File: src/rtl/bpdc_pkg.sv
// package: shared types, constants and event codes of the button press duration classifier
package bpdc_pkg;

    localparam int TIME_WIDTH_DEF = 32;
    localparam int PERIOD_W       = 16;
    localparam int ENABLE_W       = 6;
    localparam int DUR_W          = 32;
    localparam int CFG_DATA_W     = 16;
    localparam int CFG_IDX_W      = 2;
    localparam int CODE_W         = 3;

    localparam logic [PERIOD_W-1:0] SHORT_RST  = 16'd50;
    localparam logic [PERIOD_W-1:0] MEDIUM_RST = 16'd1000;
    localparam logic [PERIOD_W-1:0] LONG_RST   = 16'd3000;
    localparam logic [ENABLE_W-1:0] ENABLE_RST = 6'd0;

    // enable bit positions
    localparam int EN_HELD_SHORT  = 0;
    localparam int EN_HELD_MEDIUM = 1;
    localparam int EN_HELD_LONG   = 2;
    localparam int EN_REL_SHORT   = 3;
    localparam int EN_REL_MEDIUM  = 4;
    localparam int EN_REL_LONG    = 5;

    typedef enum logic [CFG_IDX_W-1:0] {
        CFG_SHORT  = 2'd0,
        CFG_MEDIUM = 2'd1,
        CFG_LONG   = 2'd2,
        CFG_ENABLE = 2'd3
    } t_cfg_idx;

    typedef enum logic [CODE_W-1:0] {
        EV_NONE        = 3'd0,
        EV_HELD_SHORT  = 3'd1,
        EV_HELD_MEDIUM = 3'd2,
        EV_HELD_LONG   = 3'd3,
        EV_REL_SHORT   = 3'd4,
        EV_REL_MEDIUM  = 3'd5,
        EV_REL_LONG    = 3'd6
    } t_event;

    typedef struct packed {
        logic [PERIOD_W-1:0] short_ms;
        logic [PERIOD_W-1:0] medium_ms;
        logic [PERIOD_W-1:0] long_ms;
        logic [ENABLE_W-1:0] event_enable;
    } t_cfg;

    typedef struct packed {
        logic armed;
        logic new_time;
    } t_status;

endpackage

File: src/rtl/button_press_duration_classifier.sv
// top level: input register, classifier, result register and config port
// an accepted item moves from the input register through the classifier into the result register
// throughput: one item per cycle while results are taken, set by the single classify stage between the registers
// the result register stalls when the result is not taken; the input register then stalls only if it holds an item
// reset: synchronous active low; clears state, config to defaults, both stages empty
module button_press_duration_classifier #(
    parameter int TIME_WIDTH = bpdc_pkg::TIME_WIDTH_DEF
) (
    input  logic                            i_clk,
    input  logic                            i_rst_n,
    input  logic                            i_valid,
    output logic                            o_ready,
    input  logic [TIME_WIDTH-1:0]           i_time_ms,
    input  logic                            i_button_level,
    output logic                            o_valid,
    input  logic                            i_ready,
    output logic [bpdc_pkg::CODE_W-1:0]     o_event_code,
    output logic [bpdc_pkg::DUR_W-1:0]      o_press_duration,
    input  logic                            i_cfg_we,
    input  logic [bpdc_pkg::CFG_IDX_W-1:0]  i_cfg_index,
    input  logic [bpdc_pkg::CFG_DATA_W-1:0] i_cfg_wdata
);

    logic                  r_in_valid;
    logic [TIME_WIDTH-1:0] r_in_time;
    logic                  r_in_level;

    logic                           r_out_valid;
    bpdc_pkg::t_event               r_out_code;
    logic [bpdc_pkg::DUR_W-1:0]     r_out_dur;

    logic                           w_adv;
    logic                           w_step;
    bpdc_pkg::t_cfg                 w_cfg;
    bpdc_pkg::t_event               w_code;
    logic [bpdc_pkg::DUR_W-1:0]     w_dur;
    bpdc_pkg::t_status              w_status;

    assign w_adv   = !r_out_valid || i_ready;
    assign w_step  = r_in_valid && w_adv;
    assign o_ready = !r_in_valid || w_adv;

    bpdc_cfg_regs u_cfg (
        .i_clk       (i_clk),
        .i_rst_n     (i_rst_n),
        .i_cfg_we    (i_cfg_we),
        .i_cfg_index (i_cfg_index),
        .i_cfg_wdata (i_cfg_wdata),
        .o_cfg       (w_cfg)
    );

    bpdc_classify #(
        .TIME_WIDTH (TIME_WIDTH)
    ) u_classify (
        .i_clk            (i_clk),
        .i_rst_n          (i_rst_n),
        .i_step           (w_step),
        .i_time_ms        (r_in_time),
        .i_button_level   (r_in_level),
        .i_cfg            (w_cfg),
        .o_event_code     (w_code),
        .o_press_duration (w_dur),
        .o_status         (w_status)
    );

    always_ff @(posedge i_clk) begin
        if (!i_rst_n) begin
            r_in_valid <= 1'b0;
        end else if (o_ready) begin
            r_in_valid <= i_valid;
        end
    end

    always_ff @(posedge i_clk) begin
        if (i_valid && o_ready) begin
            r_in_time  <= i_time_ms;
            r_in_level <= i_button_level;
        end
    end

    always_ff @(posedge i_clk) begin
        if (!i_rst_n) begin
            r_out_valid <= 1'b0;
        end else if (w_adv) begin
            r_out_valid <= r_in_valid;
        end
    end

    always_ff @(posedge i_clk) begin
        if (w_step) begin
            r_out_code <= w_code;
            r_out_dur  <= w_dur;
        end
    end

    assign o_valid          = r_out_valid;
    assign o_event_code     = r_out_code;
    assign o_press_duration = r_out_dur;

    // no event means no duration
    a_none_no_dur: assert property (@(posedge i_clk) disable iff (!i_rst_n)
        (o_valid && o_event_code == bpdc_pkg::EV_NONE) |-> (o_press_duration == '0))
        else $error("duration reported without event");

    // held events carry no duration
    a_held_no_dur: assert property (@(posedge i_clk) disable iff (!i_rst_n)
        (o_valid && (o_event_code == bpdc_pkg::EV_HELD_SHORT
                     || o_event_code == bpdc_pkg::EV_HELD_MEDIUM
                     || o_event_code == bpdc_pkg::EV_HELD_LONG))
        |-> (o_press_duration == '0))
        else $error("held event with nonzero duration");

    // any event needs an armed press
    a_event_armed: assert property (@(posedge i_clk) disable iff (!i_rst_n)
        (w_step && w_code != bpdc_pkg::EV_NONE) |-> (w_status.armed && w_status.new_time))
        else $error("event while not armed");

    // a release on a new time always disarms
    a_release_disarms: assert property (@(posedge i_clk) disable iff (!i_rst_n)
        (w_step && w_status.armed && w_status.new_time && r_in_level) |=> !w_status.armed)
        else $error("release did not disarm");

endmodule

File: src/rtl/bpdc_cfg_regs.sv
// configuration register file: band periods and event enable mask
module bpdc_cfg_regs (
    input  logic                              i_clk,
    input  logic                              i_rst_n,
    input  logic                              i_cfg_we,
    input  logic [bpdc_pkg::CFG_IDX_W-1:0]    i_cfg_index,
    input  logic [bpdc_pkg::CFG_DATA_W-1:0]   i_cfg_wdata,
    output bpdc_pkg::t_cfg                    o_cfg
);

    bpdc_pkg::t_cfg r_cfg;

    always_ff @(posedge i_clk) begin
        if (!i_rst_n) begin
            r_cfg.short_ms     <= bpdc_pkg::SHORT_RST;
            r_cfg.medium_ms    <= bpdc_pkg::MEDIUM_RST;
            r_cfg.long_ms      <= bpdc_pkg::LONG_RST;
            r_cfg.event_enable <= bpdc_pkg::ENABLE_RST;
        end else if (i_cfg_we) begin
            unique case (bpdc_pkg::t_cfg_idx'(i_cfg_index))
                bpdc_pkg::CFG_SHORT: begin
                    r_cfg.short_ms <= i_cfg_wdata[bpdc_pkg::PERIOD_W-1:0];
                end
                bpdc_pkg::CFG_MEDIUM: begin
                    r_cfg.medium_ms <= i_cfg_wdata[bpdc_pkg::PERIOD_W-1:0];
                end
                bpdc_pkg::CFG_LONG: begin
                    r_cfg.long_ms <= i_cfg_wdata[bpdc_pkg::PERIOD_W-1:0];
                end
                bpdc_pkg::CFG_ENABLE: begin
                    r_cfg.event_enable <= i_cfg_wdata[bpdc_pkg::ENABLE_W-1:0];
                end
            endcase
        end
    end

    assign o_cfg = r_cfg;

endmodule

File: src/rtl/bpdc_classify.sv
// press tracking state and band classification of one item
module bpdc_classify #(
    parameter int TIME_WIDTH = bpdc_pkg::TIME_WIDTH_DEF
) (
    input  logic                          i_clk,
    input  logic                          i_rst_n,
    input  logic                          i_step,
    input  logic [TIME_WIDTH-1:0]         i_time_ms,
    input  logic                          i_button_level,
    input  bpdc_pkg::t_cfg                i_cfg,
    output bpdc_pkg::t_event              o_event_code,
    output logic [bpdc_pkg::DUR_W-1:0]    o_press_duration,
    output bpdc_pkg::t_status             o_status
);

    logic                  r_armed;
    logic [TIME_WIDTH-1:0] r_start;
    logic [TIME_WIDTH-1:0] r_last;

    logic                  w_pressed;
    logic                  w_new;
    logic [TIME_WIDTH-1:0] w_es;
    logic [TIME_WIDTH-1:0] w_em;
    logic [TIME_WIDTH-1:0] w_el;
    logic [TIME_WIDTH-1:0] w_dt;
    logic [bpdc_pkg::ENABLE_W-1:0] w_en;

    assign w_pressed = !i_button_level;
    assign w_new     = (i_time_ms != r_last);
    assign w_en      = i_cfg.event_enable;
    assign w_es      = r_start + TIME_WIDTH'(i_cfg.short_ms);
    assign w_em      = r_start + TIME_WIDTH'(i_cfg.medium_ms);
    assign w_el      = r_start + TIME_WIDTH'(i_cfg.long_ms);
    assign w_dt      = i_time_ms - r_start;

    always_comb begin
        o_event_code     = bpdc_pkg::EV_NONE;
        o_press_duration = '0;
        if (w_new && r_armed) begin
            if (w_pressed) begin
                priority if (w_en[bpdc_pkg::EN_HELD_SHORT] && w_es == i_time_ms) begin
                    o_event_code = bpdc_pkg::EV_HELD_SHORT;
                end else if (w_en[bpdc_pkg::EN_HELD_MEDIUM] && w_em == i_time_ms) begin
                    o_event_code = bpdc_pkg::EV_HELD_MEDIUM;
                end else if (w_en[bpdc_pkg::EN_HELD_LONG] && w_el == i_time_ms) begin
                    o_event_code = bpdc_pkg::EV_HELD_LONG;
                end else begin
                    o_event_code = bpdc_pkg::EV_NONE;
                end
            end else begin
                priority if (w_en[bpdc_pkg::EN_REL_SHORT] && w_es <= i_time_ms
                             && w_em > i_time_ms) begin
                    o_event_code     = bpdc_pkg::EV_REL_SHORT;
                    o_press_duration = bpdc_pkg::DUR_W'(w_dt);
                end else if (w_en[bpdc_pkg::EN_REL_MEDIUM] && w_em <= i_time_ms
                             && w_el > i_time_ms) begin
                    o_event_code     = bpdc_pkg::EV_REL_MEDIUM;
                    o_press_duration = bpdc_pkg::DUR_W'(w_dt);
                end else if (w_en[bpdc_pkg::EN_REL_LONG] && w_el <= i_time_ms) begin
                    o_event_code     = bpdc_pkg::EV_REL_LONG;
                    o_press_duration = bpdc_pkg::DUR_W'(w_dt);
                end else begin
                    o_event_code = bpdc_pkg::EV_NONE;
                end
            end
        end
    end

    always_ff @(posedge i_clk) begin
        if (!i_rst_n) begin
            r_armed <= 1'b0;
            r_start <= '0;
            r_last  <= '0;
        end else if (i_step && w_new) begin
            r_last <= i_time_ms;
            if (r_armed) begin
                if (!w_pressed) begin
                    r_armed <= 1'b0;
                end
            end else if (w_pressed) begin
                r_armed <= 1'b1;
                r_start <= i_time_ms;
            end
        end
    end

    assign o_status.armed    = r_armed;
    assign o_status.new_time = w_new;

endmodule
File: config.mk
export PLATFORM = sky130hd
export DESIGN_NAME = button_press_duration_classifier
export DESIGN_NICKNAME = d
export VERILOG_FILES = /design/src/rtl/bpdc_pkg.sv /design/src/rtl/button_press_duration_classifier.sv /design/src/rtl/bpdc_cfg_regs.sv /design/src/rtl/bpdc_classify.sv
export SDC_FILE = /design/constraint.sdc
export NUM_CORES = 1
export LEC_CHECK = 0
export BUFFER_PORTS_ARGS = -buffer_cell sky130_fd_sc_hd__buf_2
export CORE_UTILIZATION = 59
export CTS_CLUSTER_DIAMETER = 150
export DETAILED_ROUTE_END_ITERATION = 8
export PLACE_DENSITY = 0.78
export SYNTH_ARGS = -nofsm -noshare
export SYNTH_HDL_FRONTEND = slang
export SYNTH_SLANG_ARGS = --single-unit
File: constraint.sdc
create_clock -name i_clk -period 6.05 [get_ports i_clk]
set_input_delay 0.9075 -clock i_clk [delete_from_list [all_inputs] [get_ports i_clk]]
set_output_delay 0.9075 -clock i_clk [all_outputs]
set_load 0.1 [all_outputs]
# After elaboration in Yosys (flattened, before gate mapping)
# Cells that the tools add are included.
[totals]
ff_bits = 189
latchBits = 0
ramBits = 0
rom_bits = 0
inputBits = 56
output_inout_bits = 37
wordCells = 65
mem_count = 0
[classes]
add_sub_neg = 4
mul = 0
div_mod_pow = 0
order_cmp = 5
eq_ne = 7
shifts = 0
n_mux = 11
n_bitwise = 2
n_reduce_logical = 23
[ops]
columns = ["operator", "count"]
rows = [
  ["$add 32x16->32", 3],
  ["$eq 32x32->1", 3],
  ["$le 32x32->1", 3],
  ["$mux 32", 3],
  ["$gt 32x32->1", 2],
  ["$ne 32x32->1", 1],
  ["$sub 32x32->32", 1],
  ["$mux 3", 6],
  ["$logic_and 1x1->1", 12],
  ["$reduce_and 2->1", 5],
  ["$eq 2x2->1 const B", 2],
  ["$reduce_and 3->1", 1],
  ["$eq 2x1->1 const B", 1],
  ["$logic_not 1->1", 2],
  ["$logic_not 2->1", 1],
  ["$logic_or 1x1->1", 2],
  ["$mux 2", 1],
  ["$not 1->1", 2],
  ["$mux 1", 1],
]

# Depth between registers and ports, before layout
[depth]
word_depth = 7
ltp_mapped = 24
mapped_depth_nobuf = 22

# Hierarchy
# Synthesis repeated with hierarchy kept, for this count alone.
[unflattened]
hier_cells = 1713
hier_area_um2 = 14772.9
[modules_own_cells]
columns = ["module", "instances", "cells_per_inst", "area_each_um2", "seq_area_each_um2"]
rows = [
  ["bpdc_classify", 1, 1431, 10525.1, 1301.2],
  ["button_press_duration_classifier", 1, 77, 2145.8, 2082.0],
  ["bpdc_cfg_regs", 1, 205, 2102.0, 1081.0],
]

# Worst setup path before layout
# No wires, ideal clock.
[synth_path]
path_type = "register -> register"
startpoint = "reg u_classify.r_start[1]"
endpoint = "reg r_out_dur, in the netlist o_press_duration[4] (data pin)"
setup_time_ps = 272
arrival_ps = 4565
required_ps = 5778
slack_ps = 1214
path_stages_with_launch = 24
path_buffers = 2
synth_period_minus_slack_ps = 4836
cell_sequence = "dfxtp_1 inv_1 fa_1 nor2b_1 o21ai_0 a21boi_0 o21a_1 o221a_2 a211o_1 a21o_1 clkbuf_1 nand2_1 xnor2_1 ha_1 nand4_1 or4_1 nor3_1 nor2_1 a2bb2oi_1 or3b_1 nand3_2 nand4_4 buf_6 a211oi_4"
[synth_between]
elab_chain_len = 6
word_cells_on_any_way = 17
classes_between = "add/sub: 4; order compare: 5; mux: 3; reduce/logical: 5"
[synth_lines]
columns = ["element", "line_no", "source"]
rows = [
  ["start: declaration", "bpdc_classify.sv:17", "logic [TIME_WIDTH-1:0] r_start;"],
  ["start signal: assignment", "bpdc_classify.sv:82", "r_start <= i_time_ms;"],
  ["$add 32x16->32, on equally long branches", "bpdc_classify.sv:33, bpdc_classify.sv:32", ""],
  ["$le 32x32->1, on equally long branches", "bpdc_classify.sv:59, bpdc_classify.sv:55", ""],
  ["$logic_and 1x1->1, on equally long branches", "bpdc_classify.sv:59, bpdc_classify.sv:55", ""],
  ["$mux 32 / $logic_and 1x1->1 (equally long branches)", "bpdc_classify.sv:59, bpdc_classify.sv:56", ""],
  ["$mux 32", "bpdc_classify.sv:55", "end else if (w_en[bpdc_pkg::EN_REL_MEDIUM] && w_em <= i_time_ms"],
  ["$mux 32 (*)", "bpdc_classify.sv:51", "priority if (w_en[bpdc_pkg::EN_REL_SHORT] && w_es <= i_time_ms"],
  ["end signal: assignment", "button_press_duration_classifier.sv:92", "r_out_dur <= w_dur;"],
  ["end: declaration", "button_press_duration_classifier.sv:30", "logic [bpdc_pkg::DUR_W-1:0] r_out_dur;"],
]
# Mark *: on every way between the ends. The rest lies on a longest branch, timed or not.
# A chain may end at the register's enable or synchronous reset.

# Worst setup path after layout
[layout_path]
startpoint = "reg u_classify.r_start[1]"
endpoint = "reg r_out_dur, in the netlist o_press_duration[2] (data pin)"
# Same word-level chain as after synthesis.

==> run metrics <==
CTS tree=built; vias in the first global route=approximately 11k; WP buf/inv=1; CP Data Required Time=6.34 ns; Via Count=between 10k and 15k; worst r2r dst=o_press_duration[2]; clock root cell=clkbuf_16; Area Overhead vs Synth=10.15%; GRT Resource Usage Total=0.3084; # setup viols final=0; Mapped Area=around 14000 µm²; Most used DFF post-synth=dfxtp_1; Die W=roughly 150 µm; initial antenna violation count=0; flops & latches, synth=~190; TritonRoute pass-1 iters=5; Final Hold Fails=0; Worst Hold Depth=2; Crit path arrival time=just under 6 ns; vias per cell=5.883; routability cong.=~0.95; largest net degree at the start of global routing=between 60 and 70; largest area contributor in the synthesized netlist=dfxtp_1; final worst-path cycle share=0.9200; final instance area=around 15000 µm²; drc violations=0; PwrDens=between 200 and 250 nW/µm²; FF-to-FF setup slack=approximately 0.48 ns; FFs w/ async S/R, synth=0; Ports=just over 90; synth cell count leaders=nand2_1 (224), ha_1 (175), dfxtp_1 (121), xnor2_1 (121), inv_1 (95); worst hold path endpoint=u_cfg.o_cfg[35]; H-tree Lvls=4; Critical Path Source Type=flop; footprint of the multi-input gates=8731 µm²; PortBufs=a little over 90; hold_ws=just under 0.5 ns; worst setup path category=reg -> reg; initial core utilization=0.6041; worst slew pin tran=between 1 and 1.5 ns; Post-synth EDFFs=68; GR Overflow Total=0; Sink Count=~190; Slowest Stage Delay on Critical Path=0.53 ns; Routed Antenna Nets=0; TritonCTS buffer count=17; RSZ-0062 raised after global routing=no; Fill cells=roughly 1.9k; register area share after synthesis=0.3245; Avg Cell Area, Syn=8.781 µm²; R2R cell count=21; FF+latch area=~4500 µm²; Routed WL per cell=18.60 µm; Cells after Synth=roughly 1.6k; yosys warns=0; setup TNS=0 ns; share of layout cells above drive strength 1=0.09619; first-pass GRT wire length=approximately 57000 µm; number of antenna diodes=0; Initial DRC Count=around 970; Setup crit start=u_classify.r_start[1]; critical path's top delay family=compound AO/OA/AOI/OAI gates; Worst path slowest cell=o311ai_1; placed cell area=between 10000 and 15000 µm²; clock latency on the worst-skew pair=0.46 ns; Max FO, Critical Path=33; Final Net Count=between 1.5k and 2k; post-synthesis cell type count=64; worst hold start=u_cfg.o_cfg[35]; Max Fclk=179.7 MHz; die area=23940 µm²; maxcap violations=0; Worst VDD drop=between 150 and 200 µV; post-DP HPWL=~28000 µm; net count after synthesis=approximately 1.8k; Post-CTS Setup Inserts=0; Worst slew margin=0.2092; minimum clock period=~5.6 ns; worst-path cell chain=ha_1, a21o_1, a21oi_1, o21a_1, o311ai_1, a41oi_1, o21ai_0, a21o_1, nand3_1, xnor2_1, ha_1, a21o_1, a21o_1, a221o_1, a2111oi_2, o22ai_1, or3b_1, nand3_2, nand4_4, buf_12, nor3_1; placeable core area=around 23000 µm²; Hold-fix buffers, CTS=0; cell mode on critical path=a21o_1; Setup Skew=~0.017 ns; CTS Buffer Depth=2; r2r startpoint=u_classify.r_start[1]; cts repair resizes=0; top-area cell type share of the netlist area=0.1760; status=finished, final reports clean; Slew Viols, Final=0; Die H=between 150 and 200 µm; Setup crit end kind=flop; CTS clock-pin slew for the worst setup and hold paths=roughly 0.080 ns; Post-Route WL=~37000 µm; LEAKAGE=0.006569 µW; synth top area cells=dfxtp_1 (18%), ha_1 (16%), edfxtp_1 (15%), xnor2_1 (7.7%), nand2_1 (6.1%); most frequent cell after synthesis=nand2_1; worst hold path type=reg -> reg; Std-Cell Rows=55
flip-flops by register name, summed over array words and instances, names as in the netlist, 3 cells and up:
register and flops:
u_cfg.o_cfg 54, r_in_time 32, o_event_code 3, o_press_duration 32
u_classify.r_start 32, u_classify.r_last 32
worst reg2reg max path, cell delays in order (launching register included):
cell       delay (ns)
dfxtp_1          0.39
ha_1             0.30
a21o_1           0.11
a21oi_1          0.13
o21a_1           0.22
o311ai_1         0.53
a41oi_1          0.24
o21ai_0          0.32
a21o_1           0.36
nand3_1          0.14
xnor2_1          0.18
ha_1             0.31
a21o_1           0.16
a21o_1           0.16
a221o_1          0.30
a2111oi_2        0.35
o22ai_1          0.16
or3b_1           0.43
nand3_2          0.12
nand4_4          0.11
buf_12           0.20
nor3_1           0.22
through the flow:
stage | setup WS, ns | power, µW | cells | utilization
4_1_cts | 0.3802 | 3271 | 1966 | 0.6649
3_5_place_dp | 0.4516 | 2123 | 1934 | 0.6378
2_1_floorplan | 1.214 | 1950 | 1567 | -
6_report | 0.4840 | 3274 | 1966 | 0.6654
3_3_place_gp | 0.6128 | 2107 | 1934 | 0.6378
5_1_grt | 0.05970 | 3404 | 1966 | 0.6654
cell type report:
class                   count  share of cell area
flip-flops and latches    189              0.2946
inverters                  96             0.02378
clock buffers              17             0.02807
clock inverters            15             0.01255
multi-input cells        1228              0.5761
repair buffers            108             0.03913
well taps                 313             0.02584
kinds of logic after synthesis:
| family | Yosys count | share of synthesized area |
|---|---|---|
| AO/OA/AOI/OAI | 346 | 0.1681 |
| buffers and inverters | 150 | 0.04283 |
| flip-flops | 189 | 0.3245 |
| adder cells (fa/ha/maj) | 179 | 0.1650 |
| XOR/XNOR | 143 | 0.09102 |
| multiplexers | 39 | 0.02837 |
| AND/OR/NAND/NOR | 521 | 0.1802 |
metal layers:
metal,track usage,vias up,wire length [µm]
met1,0.4317,5437,17160
met3,0.05772,52,2720
met5,0,-,0
met4,0.08439,0,664
li1,-,5669,-
met2,0.4855,408,16010
worst max-delay path by stage:
stage                                 endpoint  slack (ns)  cells past startpoint
after floorplan            o_press_duration[4]        1.21                     23
after global placement    o_press_duration[19]        0.61                     21
after detailed placement   o_press_duration[2]        0.45                     21
after CTS                  o_press_duration[2]        0.38                     21
after global routing      o_press_duration[19]        0.06                     21
final                      o_press_duration[2]        0.48                     21
layout by cell type, fill, tap and decap left out, types with 5 or more instances in the layout:
| cell type | instances |
|---|---|
| mux2i_1 | 39 |
| nor3_1 | 14 |
| nor4_1 | 10 |
| nand4_1 | 40 |
| o21ai_0 | 49 |
| a211oi_1 | 6 |
| nand2b_1 | 13 |
| nand3_1 | 46 |
| edfxtp_1 | 68 |
| and3_1 | 8 |
| clkbuf_16 | 17 |
| buf_4 | 15 |
| xnor2_1 | 121 |
| o21bai_1 | 7 |
| a21oi_1 | 92 |
| nor2_1 | 73 |
| xor2_1 | 22 |
| a21boi_0 | 66 |
| a21o_1 | 56 |
| ha_1 | 175 |
| o211ai_1 | 12 |
| a31oi_1 | 6 |
| dfxtp_1 | 121 |
| buf_2 | 92 |
| o21a_1 | 15 |
| or3_1 | 5 |
| nand2_1 | 224 |
| and2_1 | 9 |
| nor2b_1 | 59 |
| inv_1 | 95 |
| clkinv_8 | 6 |
| o31a_1 | 5 |
report_power, final:
group	internal [µW]	switching, µW
clock network	564	598
registers	1370	66.6
logic	256	416
Power figures use the tool's default switching activity.
